**config.mk**
```make
export PLATFORM = sky130hd
export DESIGN_NAME = tsre_front
export DESIGN_NICKNAME = d
export VERILOG_FILES = /design/src/hdl/tsre_pkg.sv /design/src/hdl/tsre_front.sv
export SDC_FILE = /design/constraint.sdc
export NUM_CORES = 1
export LEC_CHECK = 0
export BUFFER_PORTS_ARGS = -buffer_cell sky130_fd_sc_hd__buf_4
export CAP_MARGIN = 20
export CORE_MARGIN = 10
export CORE_UTILIZATION = 26
export CTS_BUF_LIST = sky130_fd_sc_hd__clkbuf_2
export CTS_CLUSTER_DIAMETER = 40
export DETAILED_ROUTE_END_ITERATION = 7
export GPL_TIMING_DRIVEN = 1
export PLACE_DENSITY_LB_ADDON = 0.08
export SETUP_SLACK_MARGIN = 0.05
export SYNTH_ARGS = -nofsm -noshare
export SYNTH_HDL_FRONTEND = slang
export SYNTH_SLANG_ARGS = --single-unit
```
**constraint.sdc**
```tcl
create_clock -name clk -period 9.68 [get_ports clk]
set_input_delay 1.936 -clock clk [delete_from_list [all_inputs] [get_ports clk]]
set_output_delay 1.936 -clock clk [all_outputs]
set_load 0.02 [all_outputs]
```
**src/hdl/tsre_pkg.sv**
```systemverilog
// ----------------------------------------------------------------------------
// tsre_pkg: shared types and constants of the scatter reduce engine
// Request and result structs, opcodes, status codes, store geometry.
// ----------------------------------------------------------------------------
package tsre_pkg;

  localparam int STORE_DEPTH = 4096;
  localparam int MAX_RANK    = 4;
  localparam int AW          = $clog2(STORE_DEPTH);
  localparam int RANK_CAP    = (MAX_RANK < 4) ? MAX_RANK : 4;

  localparam logic [1:0] REQ_LOAD   = 2'd0;
  localparam logic [1:0] REQ_UPDATE = 2'd1;
  localparam logic [1:0] REQ_READ   = 2'd2;

  localparam logic [1:0] ST_OK      = 2'd0;
  localparam logic [1:0] ST_RANGE   = 2'd1;
  localparam logic [1:0] ST_IGNORED = 2'd2;
  localparam logic [1:0] ST_DIVZERO = 2'd3;

  localparam logic [2:0] OP_ADD = 3'd0;
  localparam logic [2:0] OP_SUB = 3'd1;
  localparam logic [2:0] OP_MAX = 3'd2;
  localparam logic [2:0] OP_MIN = 3'd3;
  localparam logic [2:0] OP_MUL = 3'd4;
  localparam logic [2:0] OP_DIV = 3'd5;

  localparam logic [2:0] REG_OP_MODE = 3'd0;
  localparam logic [2:0] REG_RANK    = 3'd1;
  localparam logic [2:0] REG_DIM0    = 3'd2;
  localparam logic [2:0] REG_DIM1    = 3'd3;
  localparam logic [2:0] REG_DIM2    = 3'd4;
  localparam logic [2:0] REG_DIM3    = 3'd5;
  localparam logic [2:0] REG_ROW_LEN = 3'd6;

  typedef struct packed {
    logic [1:0]         req_type;
    logic [11:0]        flat_addr;
    logic signed [31:0] coord0;
    logic signed [31:0] coord1;
    logic signed [31:0] coord2;
    logic signed [31:0] coord3;
    logic [11:0]        inner_pos;
    logic signed [31:0] value;
  } req_t;

  typedef struct packed {
    logic signed [31:0] read_data;
    logic [1:0]         status;
  } rsp_t;

  // Classified command between front and back.
  typedef struct packed {
    logic [1:0]  kind;    // request type; ERROR/IGNORE carried in status
    logic [1:0]  status;  // preset status (range, ignored) or ok
    logic        act;     // touch the store
    logic [AW-1:0] addr;
    logic [31:0] value;
  } cmd_t;

endpackage

```
**src/hdl/tsre_front.sv**
```systemverilog
// ----------------------------------------------------------------------------
// tsre_front: request classifier and address generator
// Checks coordinates, folds them into a flat address one rank per cycle.
// ----------------------------------------------------------------------------
module tsre_front import tsre_pkg::*; (
  input  logic        clk,
  input  logic        rst,
  input  logic        in_valid,
  output logic        in_ready,
  input  req_t        in_req,
  input  logic [2:0]  index_rank,
  input  logic [12:0] dim0_size,
  input  logic [12:0] dim1_size,
  input  logic [12:0] dim2_size,
  input  logic [12:0] dim3_size,
  input  logic [12:0] row_length,
  output logic        cmd_valid,
  input  logic        cmd_ready,
  output cmd_t        cmd
);
  localparam logic [1:0] S_IDLE = 2'd0;
  localparam logic [1:0] S_WALK = 2'd1;
  localparam logic [1:0] S_SCALE = 2'd2;
  localparam logic [1:0] S_OUT = 2'd3;

  logic [1:0]  state;
  req_t        req;
  logic [2:0]  step;
  logic [2:0]  rank;
  logic [25:0] row;
  logic        bad;
  logic        sticky;
  cmd_t        cmd_r;

  logic [31:0] coord;
  logic [12:0] dim;
  logic [38:0] prod;
  logic [25:0] addr_full;

  assign in_ready  = (state == S_IDLE);
  assign cmd_valid = (state == S_OUT);
  assign cmd       = cmd_r;

  always_comb begin
    unique case (step[1:0])
      2'd0: begin coord = req.coord0; dim = dim0_size; end
      2'd1: begin coord = req.coord1; dim = dim1_size; end
      2'd2: begin coord = req.coord2; dim = dim2_size; end
      default: begin coord = req.coord3; dim = dim3_size; end
    endcase
    prod = row * dim;
    addr_full = row[12:0] * row_length + 26'(req.inner_pos);
  end

  always_ff @(posedge clk) begin
    if (rst) begin
      state  <= S_IDLE;
      sticky <= 1'b0;
    end else begin
      unique case (state)
        S_IDLE: if (in_valid) begin
          req  <= in_req;
          step <= 3'd0;
          row  <= '0;
          bad  <= 1'b0;
          rank <= (index_rank == 3'd0) ? 3'd1 :
                  (index_rank > 3'(RANK_CAP)) ? 3'(RANK_CAP) : index_rank;
          cmd_r.kind  <= in_req.req_type;
          cmd_r.value <= in_req.value;
          if (in_req.req_type == REQ_LOAD || in_req.req_type == REQ_READ) begin
            cmd_r.addr   <= AW'(in_req.flat_addr);
            cmd_r.act    <= (32'(in_req.flat_addr) < 32'(STORE_DEPTH));
            cmd_r.status <= (32'(in_req.flat_addr) < 32'(STORE_DEPTH)) ? ST_OK : ST_RANGE;
            if (32'(in_req.flat_addr) >= 32'(STORE_DEPTH)) sticky <= 1'b1;
            state <= S_OUT;
          end else if (in_req.req_type == REQ_UPDATE) begin
            if (sticky) begin
              cmd_r.act <= 1'b0;
              cmd_r.status <= ST_IGNORED;
              state <= S_OUT;
            end else begin
              state <= S_WALK;
            end
          end else begin
            cmd_r.act <= 1'b0;
            cmd_r.status <= ST_OK;
            state <= S_OUT;
          end
        end
        S_WALK: begin
          if (coord[31] || coord >= 32'(dim)) begin
            bad <= 1'b1;
            state <= S_SCALE;
          end else begin
            // row stays below 4096 here, so the product fits 26 bits
            row <= (row >= 26'(STORE_DEPTH)) ? row : prod[25:0] + 26'(coord[12:0]);
            if (row >= 26'(STORE_DEPTH)) bad <= 1'b1;
            step <= step + 3'd1;
            if (step + 3'd1 == rank) state <= S_SCALE;
          end
        end
        S_SCALE: begin
          if (bad || 13'(req.inner_pos) >= row_length || row >= 26'(STORE_DEPTH)
              || addr_full >= 26'(STORE_DEPTH)) begin
            cmd_r.act <= 1'b0;
            cmd_r.status <= ST_RANGE;
            sticky <= 1'b1;
          end else begin
            cmd_r.act <= 1'b1;
            cmd_r.status <= ST_OK;
            cmd_r.addr <= AW'(addr_full);
          end
          state <= S_OUT;
        end
        default: if (cmd_ready) state <= S_IDLE;
      endcase
    end
  end
endmodule

```
# Word-level counts from Yosys, hierarchy flattened
# Cells that the tools add are included.
dict set report classes {
  add_sub_neg 3
  multipliers 2
  n_div 0
  magnitude_cmp 5
  eq_ne 16
  shifts 0
  n_mux 30
  n_bitwise 1
  reduce_logical 21
}
# cell n
set op_table {}
lappend op_table {{case mux 32 bit (3 select lines)} 1}
lappend op_table {{2-to-1 mux 26 bit} 3}
lappend op_table {{greater-or-equal comparator 26 x 13 -> 1 bit, second input constant} 2}
lappend op_table {{case mux 26 bit (2 select lines)} 1}
lappend op_table {{2-to-1 mux 47 bit} 1}
lappend op_table {{case mux 13 bit (3 select lines)} 1}
lappend op_table {{greater-or-equal comparator 32 x 13 -> 1 bit} 1}
lappend op_table {{case mux 15 bit (2 select lines)} 1}
lappend op_table {{adder 26 x 12 -> 26 bit} 1}
lappend op_table {{adder 26 x 13 -> 26 bit} 1}
lappend op_table {{multiplier 13 x 13 -> 26 bit} 1}
lappend op_table {{multiplier 26 x 13 -> 26 bit} 1}
lappend op_table {{2-to-1 mux 12 bit} 2}
lappend op_table {{2-to-1 mux 3 bit} 6}
lappend op_table {{2-to-1 mux 2 bit} 8}
lappend op_table {{greater-or-equal comparator 12 x 13 -> 1 bit} 1}
lappend op_table {{AND reduction 4 bit} 3}
lappend op_table {{AND reduction 5 bit} 2}
lappend op_table {{equality test 2 bit, second input constant} 4}
lappend op_table {{!= test 2 bit, second input constant} 4}
lappend op_table {{equality test 2 x 1 -> 1 bit, second input constant} 3}
lappend op_table {{logical NOT 2 bit} 3}
lappend op_table {{!= test 3 bit, second input constant} 2}
lappend op_table {{case mux 2 bit (3 select lines)} 1}
lappend op_table {{16 further kinds} 24}
dict set report word_totals {
  register_bits 225
  latch_bits 0
  ramBits 0
  mem_bits_ro 0
  input_bits 258
  out_inout_bits 51
  elab_cells 95
  mem_count 0
}

# Depth between registers and ports, before layout
dict set report depth {
  word_depth 7
  mapped_depth 30
  ltp_nobuf 27
}

# Worst setup path after synthesis
# Ideal clock, no wire load.
dict set report synth_timing {
  kind {input-to-reg}
  start {in in_valid}
  end {reg cmd_r, in the netlist cmd[0] (enable)}
  setup_time_ps 716
  t_arrival_ps 9334
  required_time_ps 8964
  path_slack_ps -370
  cell_stages 2
  n_path_buf 0
  path_cell_list {nand2_1 nor2_1}
}
dict set report synth_via {
  elab_chain_cells 1
}
# element line_no
set synth_rtl {}
lappend synth_rtl {{start: declaration} tsre_front.sv:8} ;# input logic in_valid,
lappend synth_rtl {{AND reduction 3 bit (no source line)} n/a}
lappend synth_rtl {{end: declaration} tsre_front.sv:33} ;# cmd_t cmd_r;
# No other way between the ends.
# A chain may end at the register's enable or synchronous reset.

# Worst setup path after layout
dict set report layout_timing {
  start {reg step[0]}
  end {reg row[18] (data pin)}
}
dict set report layout_via {
  elab_chain_cells 7
  elab_cells_between_ends 10
  classes_between {add/sub: 1; mul: 1; eq/ne: 2; mux: 5; reduce/logical: 1}
}
# element line_no
set layout_rtl {}
lappend layout_rtl {{start: declaration} tsre_front.sv:28} ;# logic [2:0] step;
lappend layout_rtl {{start signal: assignment} tsre_front.sv:98} ;# step <= step + 3'd1;
lappend layout_rtl {{equality test 2 bit, or another cell as far along} tsre_front.sv:45} ;# unique case (step[1:0])
lappend layout_rtl {{case mux 13 bit (3 select lines)} tsre_front.sv:45}
lappend layout_rtl {{multiplier 26 x 13 -> 26 bit} tsre_front.sv:51} ;# prod = row * dim;
lappend layout_rtl {{adder 26 x 13 -> 26 bit (*)} tsre_front.sv:96} ;# row <= (row >= 26'(STORE_DEPTH)) ? row : prod[25:0] + 26'(coord[12:0]);
lappend layout_rtl {{2-to-1 mux 26 bit (*)} tsre_front.sv:96}
lappend layout_rtl {{2-to-1 mux 26 bit (*)} tsre_front.sv:91} ;# if (coord[31] || coord >= 32'(dim)) begin
lappend layout_rtl {{case mux 26 bit (2 select lines) (*)} tsre_front.sv:60} ;# unique case (state)
lappend layout_rtl {{end signal: assignment} tsre_front.sv:96}
lappend layout_rtl {{end: declaration} tsre_front.sv:30} ;# logic [25:0] row;
# Every way passes the cells marked *; elsewhere a longest branch is shown, timed or not. The select of a mux whose other input is x is not followed.

==> impl_metrics.csv <==
group,metric,value,unit
status,status,"finished clean",
clocking,clkLatencyLatePin,1.01,ns
global_route,gr-total-overflow,0,
worst_setup_path,reg2reg_slack,1.17,ns
die,die_y,317.7,um
drt,route.detailed.drc,0,
sta,tightest_slew,1.032,ns
clocking,root_buffer,"clkbuf_2",
place,dp_hpwl,59390,um
sta,relSlewSlack,0.2983,
job,cap_violations,0,
final_layout,fillCellCount,9295,
worst_setup_path,crit_required,10.37,ns
sta,finalHoldViolCount,0,
clocking,cts-hold-fix-buffers,0,
final_layout,area_growth,19.16,%
synth,synth.top_cell.area_share,0.2893,
worst_setup_path,arrival,9.20,ns
worst_hold_path,hold_class,"flop to flop",
worst_setup_path,worst_r2r_endpoint,"row[18]$_SDFFCE_PN0P_",
sta,setup_viol,0,
drt,drtPass1Iterations,5,
synth,netlist_area,23040,um2
global_route,grt_max_degree,86,
synth,synth_fp_nets,2927,
final_layout,multi_input_area,14680,um2
final_layout,final_core_util,0.3117,
synth,yosys-mux-area-fraction,0.01433,
clocking,cts_buffer_depth,3,
synth,synth_area_leaders,"edfxtp_1 (29%), fa_1 (29%), ha_1 (10%)",
die,io_pins,309,
drt,wire_per_inst,20.02,um
worst_setup_path,end_kind,"flop",
worst_setup_path,start_kind,"flop",
die,core,88100,um2
sta,fin_setup_tns,0,ns
worst_setup_path,critPathSlowestCell,"ha_1",
global_route,antenna_found_initial,5,
synth,synth-seq-cells,225,
drt,drt-initial-drc-count,697,
sta,finalCritPeriodShare,0.8793,
synth,async_reset_ff_frac,0,
global_route,grt_usage,0.1469,
worst_setup_path,max_stage_delay,0.85,ns
synth,synth.avg_cell_area,10.73,um2
synth,ys_types,70,
synth,synthSimpleGateAreaFrac,0.1427,
clocking,tritoncts,"done",
synth,synth.most_common_cell,"inv_1",
final_layout,register_area,6726,um2
clocking,cts_buffers,66,
drt,wl,73900,um
place,port_buffers,308,
clocking,clock-sinks,225,
final_layout,drive_above_1_share,0.1944,
sta,period_needed,8.511,ns
worst_hold_path,hold_path_depth,2,
sta,max_freq,117.5,MHz
worst_setup_path,worst-path-buf-inv,6,
synth,ys_seq_area_frac,0.2919,
worst_hold_path,hold_path_end,"sticky$_SDFFE_PP0P_",
die,die-area,100900,um2
die,rows,109,
sta,skew,0.09872,ns
synth,synthCells,2148,
place,place_congestion,0.8007,
worst_setup_path,worst-setup-path-type,"flop to flop",
worst_setup_path,reg2reg_from,"step[0]$_SDFFCE_PN0P_",
sta,rsz0062_at_grt,"false",
worst_hold_path,hp-start,"sticky$_SDFFE_PP0P_",
synth,synth_xor_area_frac,0.02204,
place,place_ws,0.5031,ns
die,die_x,317.7,um
worst_setup_path,ff2ff_path_depth,26,
die,initial_core_util,0.2616,
synth,synth_compound_area_frac,0.06445,
sta,drv_slew,0,
sta,finalWorstSetupSlack,1.169,ns
synth,synth_top_family_by_area,"adder cells",
global_route,grt_first_pass_wirelength,114400,um
synth,synth_ff_type,"edfxtp_1",
clocking,cts_resized,0,
clocking,post_cts_buffers,0,
clocking,clkSlewWorstSetupHoldPaths,0.10,ns
clocking,htree_levels,3,
synth,yosysWarnings,0,
synth,synth_edf_count,222,
global_route,grt_pass1_vias,18600,
final_layout,fin_nets,3248,
worst_setup_path,path_max_fanout,22,
drt,viasPerCell,4.439,
synth,synth_commonest_cells,"inv_1 (360), fa_1 (329), nand2_1 (277)",
drt,vias,16380,
drt,final_antenna_net_count,0,
synth,synth_top_cell_by_area,"edfxtp_1",
synth,synth_fa_ha_area_frac,0.3901,
worst_setup_path,crit_family,"adder cells",
layout make-up:
cell class                      instances  area share
Timing Repair Buffer                  345     0.09505
Clock buffer                           98     0.01786
Clock inverter                         17    0.004238
Sequential cell                       225      0.2450
Multi-Input combinational cell       1470      0.5345
Antenna cell                           10   0.0009113
Tap cell                             1165     0.05308
Inverter                              361     0.04935
stage by stage:
step	instance area (um2)	hold WS, ns	cells
6_report	27460	0.4811	3691
2_1_floorplan	23050	0.4248	2148
3_5_place_dp	26800	0.4819	3565
5_1_grt	27450	0.5151	3686
3_3_place_gp	26800	0.4764	3565
4_1_cts	27410	0.4972	3680
placed cells by master, fill, tap and decap left out, types with 6 or more instances in the layout:
cell type / n
a211oi_1: 9
a21o_1: 25
a21oi_1: 47
a222oi_1: 19
a22o_1: 13
a22oi_1: 9
and2_1: 197
and3_1: 12
buf_4: 344
clkbuf_2: 98
clkinv_1: 8
diode_2: 10
edfxtp_1: 222
fa_1: 329
ha_1: 191
inv_1: 360
mux2_2: 8
mux2i_1: 13
mux2i_2: 8
nand2_1: 277
nand2b_1: 11
nand3_1: 18
nand4_1: 11
nor2_1: 63
nor2b_1: 12
nor3_1: 11
nor4_1: 17
o21a_1: 7
o21ai_0: 23
or3_1: 6
xnor2_1: 44
xor2_1: 14
state kept, by name (all words and copies together) (netlist names):
name / count
cmd: 49
step: 3
req: 140
row: 26
bad: 1
state: 2
rank: 3
sticky: 1
worst max-delay path by stage:
stage | startpoint | to | slack, ns | depth (start not counted)
6_report | step[0]$_SDFFCE_PN0P_ | row[18]$_SDFFCE_PN0P_ | 1.17 | 26
5_1_grt | step[0]$_SDFFCE_PN0P_ | row[22]$_SDFFCE_PN0P_ | 0.52 | 26
4_1_cts | step[0]$_SDFFCE_PN0P_ | row[25]$_SDFFCE_PN0P_ | 1.03 | 27
3_5_place_dp | row_length[4] | cmd[41]$_DFFE_PP_ | 0.50 | 22
3_3_place_gp | row_length[4] | cmd[41]$_DFFE_PP_ | 0.61 | 22
2_1_floorplan | row_length[11] | cmd[32]$_DFFE_PP_ | 1.29 | 21
worst reg2reg max path, stage by stage (launching register included):
cell and delay [ns]:
edfxtp_1 0.54, inv_1 0.14, ha_1 0.85, a222oi_1 0.21, mux2i_2 0.75, nand2_1 0.17
fa_1 0.51, inv_1 0.05, fa_1 0.48, inv_1 0.05, fa_1 0.50, inv_1 0.05
fa_1 0.50, fa_1 0.50, inv_1 0.06, fa_1 0.47, inv_1 0.04, ha_1 0.32
and3_1 0.21, and3_1 0.19, a21oi_1 0.44, a211oi_1 0.26, o41ai_1 0.49, nand2b_1 0.10
a21oi_1 0.18, xor2_1 0.17, nor2_1 0.07
per-layer routing:
| metal | vias up | track usage | routed length (um) |
|---|---|---|---|
| li1 | 7661 | - | - |
| met1 | 8263 | 0.1813 | 31590 |
| met2 | 385 | 0.2532 | 36690 |
| met3 | 72 | 0.03630 | 4345 |
| met4 | 2 | 0.03653 | 1255 |
| met5 | - | 0 | 20 |
kinds of logic (layout without fill, tap and decap cells):
| logic type | after synthesis | count (layout) |
|---|---|---|
| xor+xnor | 58 | 58 |
| compound gates | 204 | 204 |
| mux | 32 | 32 |
| fa+ha+maj | 521 | 521 |
| other cells | 0 | 10 |
| flops | 225 | 225 |
| simple gates | 655 | 655 |
| buf+inv | 453 | 821 |
Power is not shown: default switching activity piles up to over one toggle a cycle in this logic, so the estimate is an artifact.
